`config.mk`:
```
export PLATFORM = sky130hd
export DESIGN_NAME = rsec_sqrt
export DESIGN_NICKNAME = d
export VERILOG_FILES = /design/src/hdl/rsec_sqrt.sv
export SDC_FILE = /design/constraint.sdc
export NUM_CORES = 2
export LEC_CHECK = 0
export BUFFER_PORTS_ARGS = -buffer_cell sky130_fd_sc_hd__buf_2
export CORE_ASPECT_RATIO = 1.1
export CORE_MARGIN = 2
export CORE_UTILIZATION = 45
export CTS_CLUSTER_DIAMETER = 50
export DETAILED_ROUTE_END_ITERATION = 8
export GPL_TIMING_DRIVEN = 1
export PLACE_DENSITY_LB_ADDON = 0.3
export SLEW_MARGIN = 20
export SYNTH_ARGS = -nofsm -noshare
export SYNTH_HDL_FRONTEND = slang
export SYNTH_SLANG_ARGS = --single-unit
```
`constraint.sdc`:
```
create_clock -name i_clk -period 117.6 [get_ports i_clk]
set_input_delay 0 -clock i_clk [delete_from_list [all_inputs] [get_ports i_clk]]
set_output_delay 0 -clock i_clk [all_outputs]
set_load 0.02 [all_outputs]
```
`src/hdl/rsec_sqrt.sv`:
```
// ----------------------------------------------------------------------------
// rsec_sqrt
// Pipelined integer square root, one result bit per stage, with a side
// payload carried alongside. Gives floor(sqrt(radicand)).
// ----------------------------------------------------------------------------
module rsec_sqrt #(
    parameter int RAD_W  = 55,
    parameter int SIDE_W = 8
) (
    input  logic                       i_clk,
    input  logic                       i_rst_n,
    input  logic                       i_valid,
    output logic                       o_ready,
    input  logic [RAD_W-1:0]           i_radicand,
    input  logic [SIDE_W-1:0]          i_side,
    output logic                       o_valid,
    input  logic                       i_ready,
    output logic [(RAD_W+1)/2-1:0]     o_root,
    output logic [SIDE_W-1:0]          o_side
);

    localparam int Q_W = (RAD_W + 1) / 2;
    localparam int P_W = 2 * Q_W;
    localparam int R_W = Q_W + 2;

    logic [Q_W-1:0] r_vld;
    logic           w_en;

    assign w_en    = !r_vld[Q_W-1] || i_ready;
    assign o_ready = w_en;
    assign o_valid = r_vld[Q_W-1];

    always_ff @(posedge i_clk) begin
        if (!i_rst_n) begin
            r_vld <= '0;
        end else if (w_en) begin
            r_vld <= {r_vld[Q_W-2:0], i_valid};
        end
    end

    logic [P_W-1:0]    r_rad  [Q_W-1];
    logic [R_W-1:0]    r_rem  [Q_W-1];
    logic [Q_W-1:0]    r_root [Q_W];
    logic [SIDE_W-1:0] r_side [Q_W];

    for (genvar k = 0; k < Q_W; k++) begin : g_step
        logic [P_W-1:0]    w_rad;
        logic [R_W-1:0]    w_rem;
        logic [Q_W-1:0]    w_root;
        logic [SIDE_W-1:0] w_side;
        logic [R_W-1:0]    w_sh;
        logic [R_W-1:0]    w_trial;
        logic              w_ge;

        if (k == 0) begin : g_first
            assign w_rad  = P_W'(i_radicand);
            assign w_rem  = '0;
            assign w_root = '0;
            assign w_side = i_side;
        end else begin : g_next
            assign w_rad  = r_rad[k-1];
            assign w_rem  = r_rem[k-1];
            assign w_root = r_root[k-1];
            assign w_side = r_side[k-1];
        end

        // bring down the next two radicand bits, try root*4+1
        assign w_sh    = {w_rem[R_W-3:0], w_rad[P_W-1 -: 2]};
        assign w_trial = {w_root, 2'b01};
        assign w_ge    = w_sh >= w_trial;

        always_ff @(posedge i_clk) begin
            if (w_en) begin
                r_root[k] <= {w_root[Q_W-2:0], w_ge};
                r_side[k] <= w_side;
            end
        end

        if (k < Q_W - 1) begin : g_carry
            always_ff @(posedge i_clk) begin
                if (w_en) begin
                    r_rem[k] <= w_ge ? (w_sh - w_trial) : w_sh;
                    r_rad[k] <= {w_rad[P_W-3:0], 2'b00};
                end
            end
        end
    end

    assign o_root = r_root[Q_W-1];
    assign o_side = r_side[Q_W-1];

endmodule

```
==> flow_summary.json <==
{
  "outcome": "completed",
  "path_class": "reg2reg",
  "cp-start-kind": "register",
  "cp.arrival_ns": 6.83,
  "synth_ff_type": "edfxtp_1",
  "instances_no_fill": 10284,
  "final.setup.worst_slack_ns": 111.22,
  "dp_hpwl_um": 118500,
  "dieArea_um2": 213700,
  "grt_use_total_pct": 15.73,
  "dpl-instance-area_um2": 98400,
  "p_leak_nw": 43.18,
  "avgSynthCellArea_um2": 13.61,
  "hold_path.class": "in2reg",
  "ios": 105,
  "overflow": 0,
  "cap_violations": 0,
  "p_total_mw": 2.064,
  "area_growth_pct": 13.64,
  "power.density_nw_per_um2": 19.22,
  "wl_um": 170700,
  "worstPathRequired_ns": 118.05,
  "cts_sinks": 2125,
  "synth_area_leaders": "edfxtp_1 67%, ha_1 5.7%, xnor2_1 3.0%",
  "finalWorstPathRequiredPeriod_ns": 6.382,
  "syn-num-nets": 7446,
  "cts_made_buffers": 228,
  "cts.htree.levels": 4,
  "clkSlewWorstSetupHoldPaths_ns": 0.06,
  "grt_max_degree": 198,
  "cp_slowest_stage_delay_ns": 0.93,
  "synth_common_cells": "2,097 x edfxtp_1, 545 x inv_1, 455 x nand2_1",
  "finalCoreUtilization_pct": 51.40,
  "cpMaxStageDelayCell": "buf_4",
  "grt_pass1_wl_um": 273200,
  "routed_via_density": 5.248,
  "critical_path.cell_chain": "nor2b_2 > buf_4 > inv_8 > buf_4 > buf_12 > buf_4 > buf_4 > buf_4",
  "layout-drive-gt1-share_pct": 8.854,
  "tns_ns": 0,
  "worstSkewPairLatency_ns": 0.87,
  "setup_viol": 0,
  "slew_viol_final": 0,
  "finalNetCount": 7821,
  "synthArstFlopShare_pct": 0,
  "dp_cells": 9718,
  "first_iter_violations": 3832,
  "synthCells": 6946,
  "skew_ns": 0.05019,
  "wire_per_inst_um": 16.60,
  "synth-edff-count": 2097,
  "fillers": 17482,
  "rows": 176,
  "grt_pass1_vias": 53201,
  "hold_violations": 0,
  "crit_fanout": 197,
  "pre_cts_slack_ns": 111.28,
  "cp.buffers_inverters": 7,
  "antenna_found_initial": 2,
  "max_slew_margin_pct": 24.08,
  "firstDrtPassIters": 5,
  "worst-slew-pin-transition_ns": 1.139,
  "synth_seq_cells": 2125,
  "period_share_pct": 5.427,
  "drtAntennaViolNets": 0,
  "yosysTopAreaCell": "edfxtp_1",
  "drc": 0,
  "gp_congestion": 0.9147,
  "path_delay_family": "buffers and inverters",
  "root_buffer": "clkbuf_16",
  "core_region_area_um2": 209000,
  "yosys_warnings": 0,
  "io_buffers": 104,
  "rsz0062_at_grt": "no",
  "post_cts_resized": 0,
  "die_w_um": 441.0,
  "crit_path_frequent_cell": "buf_4",
  "synthDistinctLibCells": 89,
  "cts_tree": "done",
  "synth_area_um2": 94510,
  "die_height_um": 484.7,
  "whs_ns": 0.1595,
  "ys_seq_area_share_pct": 67.22,
  "max_freq_mhz": 156.7,
  "yosys.area.top_type_share_pct": 66.63,
  "cts_buffer_depth": 3,
  "vias": 53973,
  "initial_core_util_pct": 45.23,
  "peakVddDrop_v": 0.00001520,
  "synth_most_common_cell": "edfxtp_1",
  "fin_area_um2": 107400,
  "cp-end-kind": "register"
}
metal layers:
layer	routed length, µm	part of all wire (%)	up-vias	GRT usage, %
li1	-	-	26594	-
met5	0	0	-	0
met4	5413	3.2	0	5.772
met3	7007	4.1	360	2.580
met1	75310	44	25925	20.54
met2	82960	49	1094	26.40
registers in the layout, summed over array words and instances, names as in the netlist:
signal  flops
r_rem     711
r_rad     756
r_side    224
r_root    406
r_vld      28
tightest hold or removal path: stages:
cell and delay [ns]:
dlygate4sd3_1 0.54, buf_2 0.25, a21boi_0 0.17
cell families (layout without fill, tap and decap cells):
group	after synthesis	after routing	synth area share, %
and+or+nand+nor	1641	1641	8.548
AOI/OAI and AO/OA	1380	1380	9.203
muxes	92	92	1.088
xor gates and xnor gates	593	593	5.495
buffers and inverters	681	1257	2.711
adders and majority gates	433	433	5.732
DFF	2125	2125	67.22
other	1	4	0.003968
timing repair:
action | CTS | global route
endpoints found under the hold margin | 91 | 0
buffers inserted | 0 | 0
hold buffers | 132 | 0
final timing paths:
path	cells past startpoint	slack [ns]	end	startpoint
hold / removal	3	0.16	r_vld[12]$_SDFFE_PN0P_	i_rst_n
setup reg to reg	8	111.22	r_rem[15][14]$_DFFE_PP_	r_vld[27]$_SDFFE_PN0P_
hold reg to reg	0	0.40	r_side[8][2]$_DFFE_PP_	r_side[7][10]$_DFFE_PP_
setup / recovery	8	111.22	r_rem[15][14]$_DFFE_PP_	r_vld[27]$_SDFFE_PN0P_
cell type report:
cell class / count / area, µm² / area share [%]
inverter: 548 / 2064 / 1.922
clock inverter: 160 / 1703 / 1.585
sequential: 2125 / 63530 / 59.15
antenna: 3 / 7.507 / 0.006989
timing repair buffer: 278 / 2170 / 2.020
clock buffer: 271 / 5964 / 5.553
multi-input combinational: 4140 / 28520 / 26.55
tap: 2759 / 3452 / 3.214
power breakdown:
part	internal, mW	leakage, nW	switching [mW]
logic	0.139	18.1	0.165
registers	0.967	21.4	0.0771
clock network	0.417	3.74	0.298
total	1.52	43.2	0.540
cell usage in the layout, fill, tap and decap left out, types with 75 or more instances in the layout:
cell type      count
o21a_1            97
xor2_1           264
clkbuf_16        231
nand2_1          455
xnor2_1          329
nand3_1           90
buf_2            104
nor4_1            81
ha_1             433
a21o_1           178
nor2_1           400
nand4_1           75
mux2_2            86
edfxtp_1        2097
dlygate4sd3_1    132
o21ai_0          316
inv_1            545
a21oi_1          414
nor3_1           149
No activity file was read; power rests on OpenSTA's default activity.
