$ cat src/hdl/rsec_pkg.sv
// ----------------------------------------------------------------------------
// rsec_pkg
// Shared constants for the ray / sphere far-exit clip pipeline.
// ----------------------------------------------------------------------------
package rsec_pkg;

    // direction components are always 16-bit signed, fraction bits vary
    localparam int DIR_W = 16;

endpackage

$ cat src/hdl/rsec_exit.sv
// ----------------------------------------------------------------------------
// rsec_exit
// Back end: path length t + root, scaling of the direction, rounding and
// saturation of the exit point. The last stage is the output register.
// ----------------------------------------------------------------------------
module rsec_exit #(
    parameter int COORD_BITS    = 24,
    parameter int DIR_FRAC_BITS = 14
) (
    input  logic                                        i_clk,
    input  logic                                        i_rst_n,
    input  logic                                        i_valid,
    output logic                                        o_ready,
    input  logic [COORD_BITS+3:0]                       i_root,
    // side: origin x,y,z, dir x,y,z, t, hit (lowest bit up)
    input  logic [4*COORD_BITS+3*rsec_pkg::DIR_W+3:0]   i_side,
    output logic                                        o_valid,
    input  logic                                        i_ready,
    output logic                                        o_hit,
    output logic signed [COORD_BITS-1:0]                o_exit_x,
    output logic signed [COORD_BITS-1:0]                o_exit_y,
    output logic signed [COORD_BITS-1:0]                o_exit_z
);
    import rsec_pkg::*;

    localparam int C      = COORD_BITS;
    localparam int T_W    = C + 3;
    localparam int L_W    = C + 5;
    localparam int M_W    = L_W + 1 + DIR_W;
    localparam int P_W    = M_W + 1;
    localparam int ST_W   = P_W - DIR_FRAC_BITS;
    localparam int E_W    = ST_W + 1;
    localparam int G_W    = 3 * C + 3 * DIR_W;
    localparam int SIDE_W = 4 * C + 3 * DIR_W + 4;
    localparam int NST    = 4;
    localparam int HALF   = 1 << (DIR_FRAC_BITS - 1);

    function automatic logic [C-1:0] sat_coord(input logic signed [E_W-1:0] e);
        logic [E_W-C:0] top;
        top = e[E_W-1:C-1];
        if ((&top) || !(|top)) begin
            return e[C-1:0];
        end else if (e[E_W-1]) begin
            return {1'b1, {(C-1){1'b0}}};
        end else begin
            return {1'b0, {(C-1){1'b1}}};
        end
    endfunction

    logic [NST-1:0] r_vld;
    logic           w_en;

    assign w_en    = !r_vld[NST-1] || i_ready;
    assign o_ready = w_en;
    assign o_valid = r_vld[NST-1];

    always_ff @(posedge i_clk) begin
        if (!i_rst_n) begin
            r_vld <= '0;
        end else if (w_en) begin
            r_vld <= {r_vld[NST-2:0], i_valid};
        end
    end

    logic [T_W-1:0] w_t;
    assign w_t = i_side[G_W +: T_W];

    // stage 1: length along the ray
    logic [L_W-1:0] r1_len;
    logic           r1_hit;
    logic [G_W-1:0] r1_geo;

    // stage 2: length * direction
    logic signed [M_W-1:0]   r2_px, r2_py, r2_pz;
    logic                    r2_hit;
    logic [3*C-1:0]          r2_org;
    logic signed [DIR_W-1:0] w_dx, w_dy, w_dz;

    assign w_dx = $signed(r1_geo[3*C +: DIR_W]);
    assign w_dy = $signed(r1_geo[3*C+DIR_W +: DIR_W]);
    assign w_dz = $signed(r1_geo[3*C+2*DIR_W +: DIR_W]);

    // stage 3: round half up, floor back to coordinate units
    logic signed [P_W-1:0]  n3_rx, n3_ry, n3_rz;
    logic signed [ST_W-1:0] r3_sx, r3_sy, r3_sz;
    logic                   r3_hit;
    logic [3*C-1:0]         r3_org;

    assign n3_rx = P_W'(r2_px) + P_W'(HALF);
    assign n3_ry = P_W'(r2_py) + P_W'(HALF);
    assign n3_rz = P_W'(r2_pz) + P_W'(HALF);

    // stage 4: origin + step, saturate; output register
    logic signed [E_W-1:0] n4_ex, n4_ey, n4_ez;
    logic                  r4_hit;
    logic [C-1:0]          r4_ex, r4_ey, r4_ez;

    assign n4_ex = E_W'($signed(r3_org[0 +: C]))   + E_W'(r3_sx);
    assign n4_ey = E_W'($signed(r3_org[C +: C]))   + E_W'(r3_sy);
    assign n4_ez = E_W'($signed(r3_org[2*C +: C])) + E_W'(r3_sz);

    always_ff @(posedge i_clk) begin
        if (w_en) begin
            r1_len <= L_W'(w_t) + L_W'(i_root);
            r1_hit <= i_side[SIDE_W-1];
            r1_geo <= i_side[G_W-1:0];

            r2_px  <= M_W'($signed({1'b0, r1_len})) * M_W'(w_dx);
            r2_py  <= M_W'($signed({1'b0, r1_len})) * M_W'(w_dy);
            r2_pz  <= M_W'($signed({1'b0, r1_len})) * M_W'(w_dz);
            r2_hit <= r1_hit;
            r2_org <= r1_geo[3*C-1:0];

            r3_sx  <= $signed(n3_rx[P_W-1:DIR_FRAC_BITS]);
            r3_sy  <= $signed(n3_ry[P_W-1:DIR_FRAC_BITS]);
            r3_sz  <= $signed(n3_rz[P_W-1:DIR_FRAC_BITS]);
            r3_hit <= r2_hit;
            r3_org <= r2_org;

            r4_hit <= r3_hit;
            r4_ex  <= r3_hit ? sat_coord(n4_ex) : '0;
            r4_ey  <= r3_hit ? sat_coord(n4_ey) : '0;
            r4_ez  <= r3_hit ? sat_coord(n4_ez) : '0;
        end
    end

    assign o_hit    = r4_hit;
    assign o_exit_x = $signed(r4_ex);
    assign o_exit_y = $signed(r4_ey);
    assign o_exit_z = $signed(r4_ez);

endmodule
$ cat config.mk
export PLATFORM = sky130hd
export DESIGN_NAME = rsec_exit
export DESIGN_NICKNAME = d
export VERILOG_FILES = /design/src/hdl/rsec_pkg.sv /design/src/hdl/rsec_exit.sv
export SDC_FILE = /design/constraint.sdc
export NUM_CORES = 2
export LEC_CHECK = 0
export ABC_AREA = 1
export BUFFER_PORTS_ARGS = -buffer_cell sky130_fd_sc_hd__buf_2
export CORE_UTILIZATION = 42
export DETAILED_ROUTE_END_ITERATION = 10
export PLACE_DENSITY_LB_ADDON = 0.3
export SYNTH_ARGS = -nofsm -noshare
export SYNTH_HDL_FRONTEND = slang
export SYNTH_SLANG_ARGS = --single-unit
$ cat constraint.sdc
create_clock -name i_clk -period 12.05 [get_ports i_clk]
set_input_delay 0.6025 -clock i_clk [delete_from_list [all_inputs] [get_ports i_clk]]
set_output_delay 0.6025 -clock i_clk [all_outputs]
set_load 0.05 [all_outputs]
==> impl_table.tex <==
\begin{tabular}{lr}
\hline
Metric & Value \\
\hline
\multicolumn{2}{l}{\textbf{Run status}} \\
\quad Status & complete, no violations \\
\multicolumn{2}{l}{\textbf{Worst hold path}} \\
\quad Hold Crit Class & in -> reg \\
\multicolumn{2}{l}{\textbf{Finish}} \\
\quad Fill count & 17842 \\
\quad Area Growth Syn to Fin & 7.72\% \\
\quad Top library cells by usage in the layout, fill and taps aside & sky130\_fd\_sc\_hd\_\_nand2\_1 (2554), sky130\_fd\_sc\_hd\_\_inv\_1 (2552), sky130\_fd\_sc\_hd\_\_fa\_1 (1129) \\
\quad Final Non-Filler Cells & 11936 \\
\quad Number of nets in the layout & 11384 \\
\quad Commonest non-fill, non-tap cell in the layout & sky130\_fd\_sc\_hd\_\_nand2\_1 \\
\quad Ratio of cells with drive above 1 in the final layout & 0.0562 \\
\multicolumn{2}{l}{\textbf{Timing}} \\
\quad Highest attainable clock frequency & 143 MHz \\
\quad Minimum clock period after layout & 7.01 ns \\
\quad Fin. Hold Viols & 0 \\
\quad Setup Total Neg Slack & 0 ns \\
\quad Transition time of the tightest slew-check pin & 1.39 ns \\
\quad Setup repair after global routing missed its margin & false \\
\quad Number of setup violations in the final report & 0 \\
\quad Number of slew-limit violations in the final report & 0 \\
\quad Share of the clock period used by the worst path & 0.582 \\
\quad Maximum clock skew at final layout & 0.0463 ns \\
\quad Worst-case headroom to the max-slew limit & 0.0727 \\
\multicolumn{2}{l}{\textbf{Critical path}} \\
\quad Flop-to-flop setup slack & 5.04 ns \\
\quad Crit Path Class & reg -> reg \\
\quad Data arrival time of the critical path & 7.43 ns \\
\quad Crit Reg-Reg Startpoint & r1\_geo[73] \\
\quad Count of cells along the worst register-to-register path & 20 \\
\quad Critical-path maximum fanout & 28 \\
\quad Critical register-to-register path endpoint & r2\_px[45] \\
\quad Endpoint of the worst setup timing path & r2\_px[45] \\
\quad Type of element launching the critical path & flip-flop \\
\quad Worst EP required & 12.47 ns \\
\quad Kind of end point of the critical path & flip-flop \\
\quad Timing startpoint of the critical path & r1\_geo[73] \\
\multicolumn{2}{l}{\textbf{Floorplanning}} \\
\quad Standard-cell rows & 156 \\
\quad IO Count & 255 \\
\quad Core Area & 0.182 mm\^{}2 \\
\quad X dimension of the die & 430 um \\
\quad Die Area & 0.185 mm\^{}2 \\
\quad Initial cell density of the core & 0.424 \\
\quad Y dimension of the die & 430 um \\
\multicolumn{2}{l}{\textbf{Yosys}} \\
\quad Per-instance average area after synthesis & 8.19 um\^{}2 \\
\quad Post-Syn Instances & 9408 \\
\quad Async set-reset flop share out of synthesis & 0 \\
\quad Summed instance area of the synthesized netlist & 0.0771 mm\^{}2 \\
\quad Most used flip-flop cell after synthesis & sky130\_fd\_sc\_hd\_\_edfxtp\_1 \\
\quad Yosys Warn Count & 0 \\
\quad Synthesized flop and latch total & 571 \\
\quad Net count after synthesis & 11281 \\
\quad Count of flip-flops with a built-in enable after synthesis & 567 \\
\quad Share of the yosys chip area belonging to registers & 0.222 \\
\quad Post-synthesis cell type count & 57 \\
\multicolumn{2}{l}{\textbf{GRT}} \\
\quad Remaining global-route overflow & 0 \\
\quad Wire length of the first global-routing pass & 340000 um \\
\quad Vias in the first global route & 63309 \\
\quad Maximum number of pins on one net before global-route repair & 125 \\
\quad GR Util All Layers & 0.234 \\
\quad Initial antenna violation count & 9 \\
\multicolumn{2}{l}{\textbf{Detailed routing}} \\
\quad Detail-routed net length per standard cell & 17.9 um \\
\quad Vias post-DR & 59794 \\
\quad Pre-Repair DR Iteration Count & 8 \\
\quad Initial drt markers & 4066 \\
\quad Detail-routed via count per cell & 5.01 \\
\quad Detail Route Antenna Nets & 0 \\
\quad DRT Wirelength & 213000 um \\
\quad Residual DRC count & 0 \\
\multicolumn{2}{l}{\textbf{Clocking}} \\
\quad Clock insertion delay at the later pin of the skew report & 0.72 ns \\
\quad Number of CTS-inserted buffers & 69 \\
\quad H-tree levels & 3 \\
\quad Root buf cell & sky130\_fd\_sc\_hd\_\_clkbuf\_16 \\
\quad Number of buffers between clock root and the deepest sink & 3 \\
\quad Total of cells resized after clock tree synthesis & 0 \\
\quad Post-CTS Hold Fix Bufs & 4 \\
\quad Clock tree from TritonCTS & built \\
\quad Total setup buffers inserted after CTS & 0 \\
\quad Number of clock sinks & 571 \\
\quad Clock transition at the registers of the reported paths & 0.06 ns \\
\multicolumn{2}{l}{\textbf{Job}} \\
\quad Max-cap violation count & 0 \\
\multicolumn{2}{l}{\textbf{Placement}} \\
\quad Count of placed standard cells including taps & 11805 \\
\quad Final weighted congestion of routability-driven global placement & 0.941 \\
\quad Half-perimeter wire length of the detailed placement result & 163000 um \\
\quad Input/output buffers & 254 \\
\hline
\end{tabular}
-- cell type report --
class	count	area [um^2]	area share
flip-flops and latches	571	17100	0.206
clock buffers	78	1800	0.0217
diodes	3	7.51	0.0000905
multi-input cells	5972	49100	0.592
well taps	2370	2970	0.0357
clock inverters	45	439	0.00529
inverters	2557	9600	0.116
repair buffers	340	1970	0.0238
-- cells in the mapped netlist, types with 24 or more instances --
master                     instances  area share
sky130_fd_sc_hd__nand2_2          24      0.0019
sky130_fd_sc_hd__buf_1            86      0.0042
sky130_fd_sc_hd__nand4_1          30      0.0024
sky130_fd_sc_hd__xnor2_1          96       0.011
sky130_fd_sc_hd__nand3_1         182       0.012
sky130_fd_sc_hd__a31oi_1          41      0.0033
sky130_fd_sc_hd__nor3_1           55      0.0036
sky130_fd_sc_hd__xor2_1          189       0.021
sky130_fd_sc_hd__a21oi_1         332       0.022
sky130_fd_sc_hd__o21a_1           36      0.0035
sky130_fd_sc_hd__inv_1          2553        0.12
sky130_fd_sc_hd__ha_1            564       0.092
sky130_fd_sc_hd__o21ai_0         120      0.0078
sky130_fd_sc_hd__fa_1           1129        0.29
sky130_fd_sc_hd__clkbuf_1        203      0.0099
sky130_fd_sc_hd__edfxtp_1        567        0.22
sky130_fd_sc_hd__nor2_1          451       0.022
sky130_fd_sc_hd__nand2_1        2554        0.12
-- per-layer routing --
layer  wire length [um]  vias up  global-route usage
met3              16100      436              0.0377
met5                  9        -                   0
met2             100000     2226               0.391
met4               7400        2              0.0809
met1              89600    29182               0.307
li1                   -    27948                   -
-- worst min-delay path by stage --
stage                  to  slack, ns  cells after the start        from
5_1_grt        r1_geo[71]       0.03                      1  i_side[71]
3_3_place_gp   r2_org[48]       0.40                      0  r1_geo[48]
3_5_place_dp   r2_org[67]       0.40                      0  r1_geo[67]
4_1_cts        r1_geo[46]      0.002                      1  i_side[46]
2_1_floorplan      r2_hit       0.40                      0      r1_hit
6_report       r1_geo[46]       0.06                      1  i_side[46]
-- state kept, by name (all words and copies together), names as in the netlist --
register / flops
r3_sz: 33
r2_pz: 33
r1_hit: 1
o_exit_y: 24
r_vld: 4
o_hit: 1
r2_px: 33
r3_hit: 1
r3_sx: 33
r3_org: 72
r1_len: 29
r2_py: 33
r1_geo: 120
o_exit_x: 24
o_exit_z: 24
r3_sy: 33
r2_org: 72
r2_hit: 1
-- stage by stage --
| stage | worst slack (ns) | instance area, um^2 | hold WS [ns] | utilization |
|---|---|---|---|---|
| 3_3_place_gp | 4.92 | 80700 | 0.402 | 0.444 |
| 5_1_grt | 4.73 | 83000 | 0.0341 | 0.457 |
| 6_report | 5.04 | 83000 | 0.0646 | 0.457 |
| 3_5_place_dp | 4.96 | 80700 | 0.405 | 0.444 |
| 2_1_floorplan | 1.80 | 77100 | 0.400 | - |
| 4_1_cts | 4.97 | 83000 | 0.00210 | 0.457 |
-- cell families (layout without fill, tap and decap cells) --
| logic type | count (synthesis) | after routing | synth area share |
|---|---|---|---|
| other cells | 0 | 3 | 0 |
| compound gates | 610 | 610 | 0.0447 |
| flops | 571 | 571 | 0.222 |
| buf+inv | 2865 | 3020 | 0.141 |
| xor+xnor | 285 | 285 | 0.0324 |
| fa+ha+maj | 1693 | 1693 | 0.385 |
| simple gates | 3384 | 3384 | 0.175 |
-- worst max-delay path, stage by stage (launching register included) --
cell	delay, ns
sky130_fd_sc_hd__edfxtp_1	1.28
sky130_fd_sc_hd__nand2_1	0.22
sky130_fd_sc_hd__fa_1	0.57
sky130_fd_sc_hd__fa_1	0.51
sky130_fd_sc_hd__fa_1	0.53
sky130_fd_sc_hd__inv_1	0.06
sky130_fd_sc_hd__fa_1	0.49
sky130_fd_sc_hd__fa_1	0.50
sky130_fd_sc_hd__inv_1	0.05
sky130_fd_sc_hd__fa_1	0.47
sky130_fd_sc_hd__inv_1	0.04
sky130_fd_sc_hd__ha_1	0.32
sky130_fd_sc_hd__a21oi_1	0.17
sky130_fd_sc_hd__inv_1	0.07
sky130_fd_sc_hd__a31oi_1	0.24
sky130_fd_sc_hd__nand2_1	0.09
sky130_fd_sc_hd__a31oi_1	0.36
sky130_fd_sc_hd__inv_1	0.08
sky130_fd_sc_hd__a21oi_1	0.34
sky130_fd_sc_hd__o21ai_0	0.19
sky130_fd_sc_hd__xor2_1	0.17
Power is not shown: default switching activity piles up to over one toggle a cycle in this logic, so the estimate is an artifact.
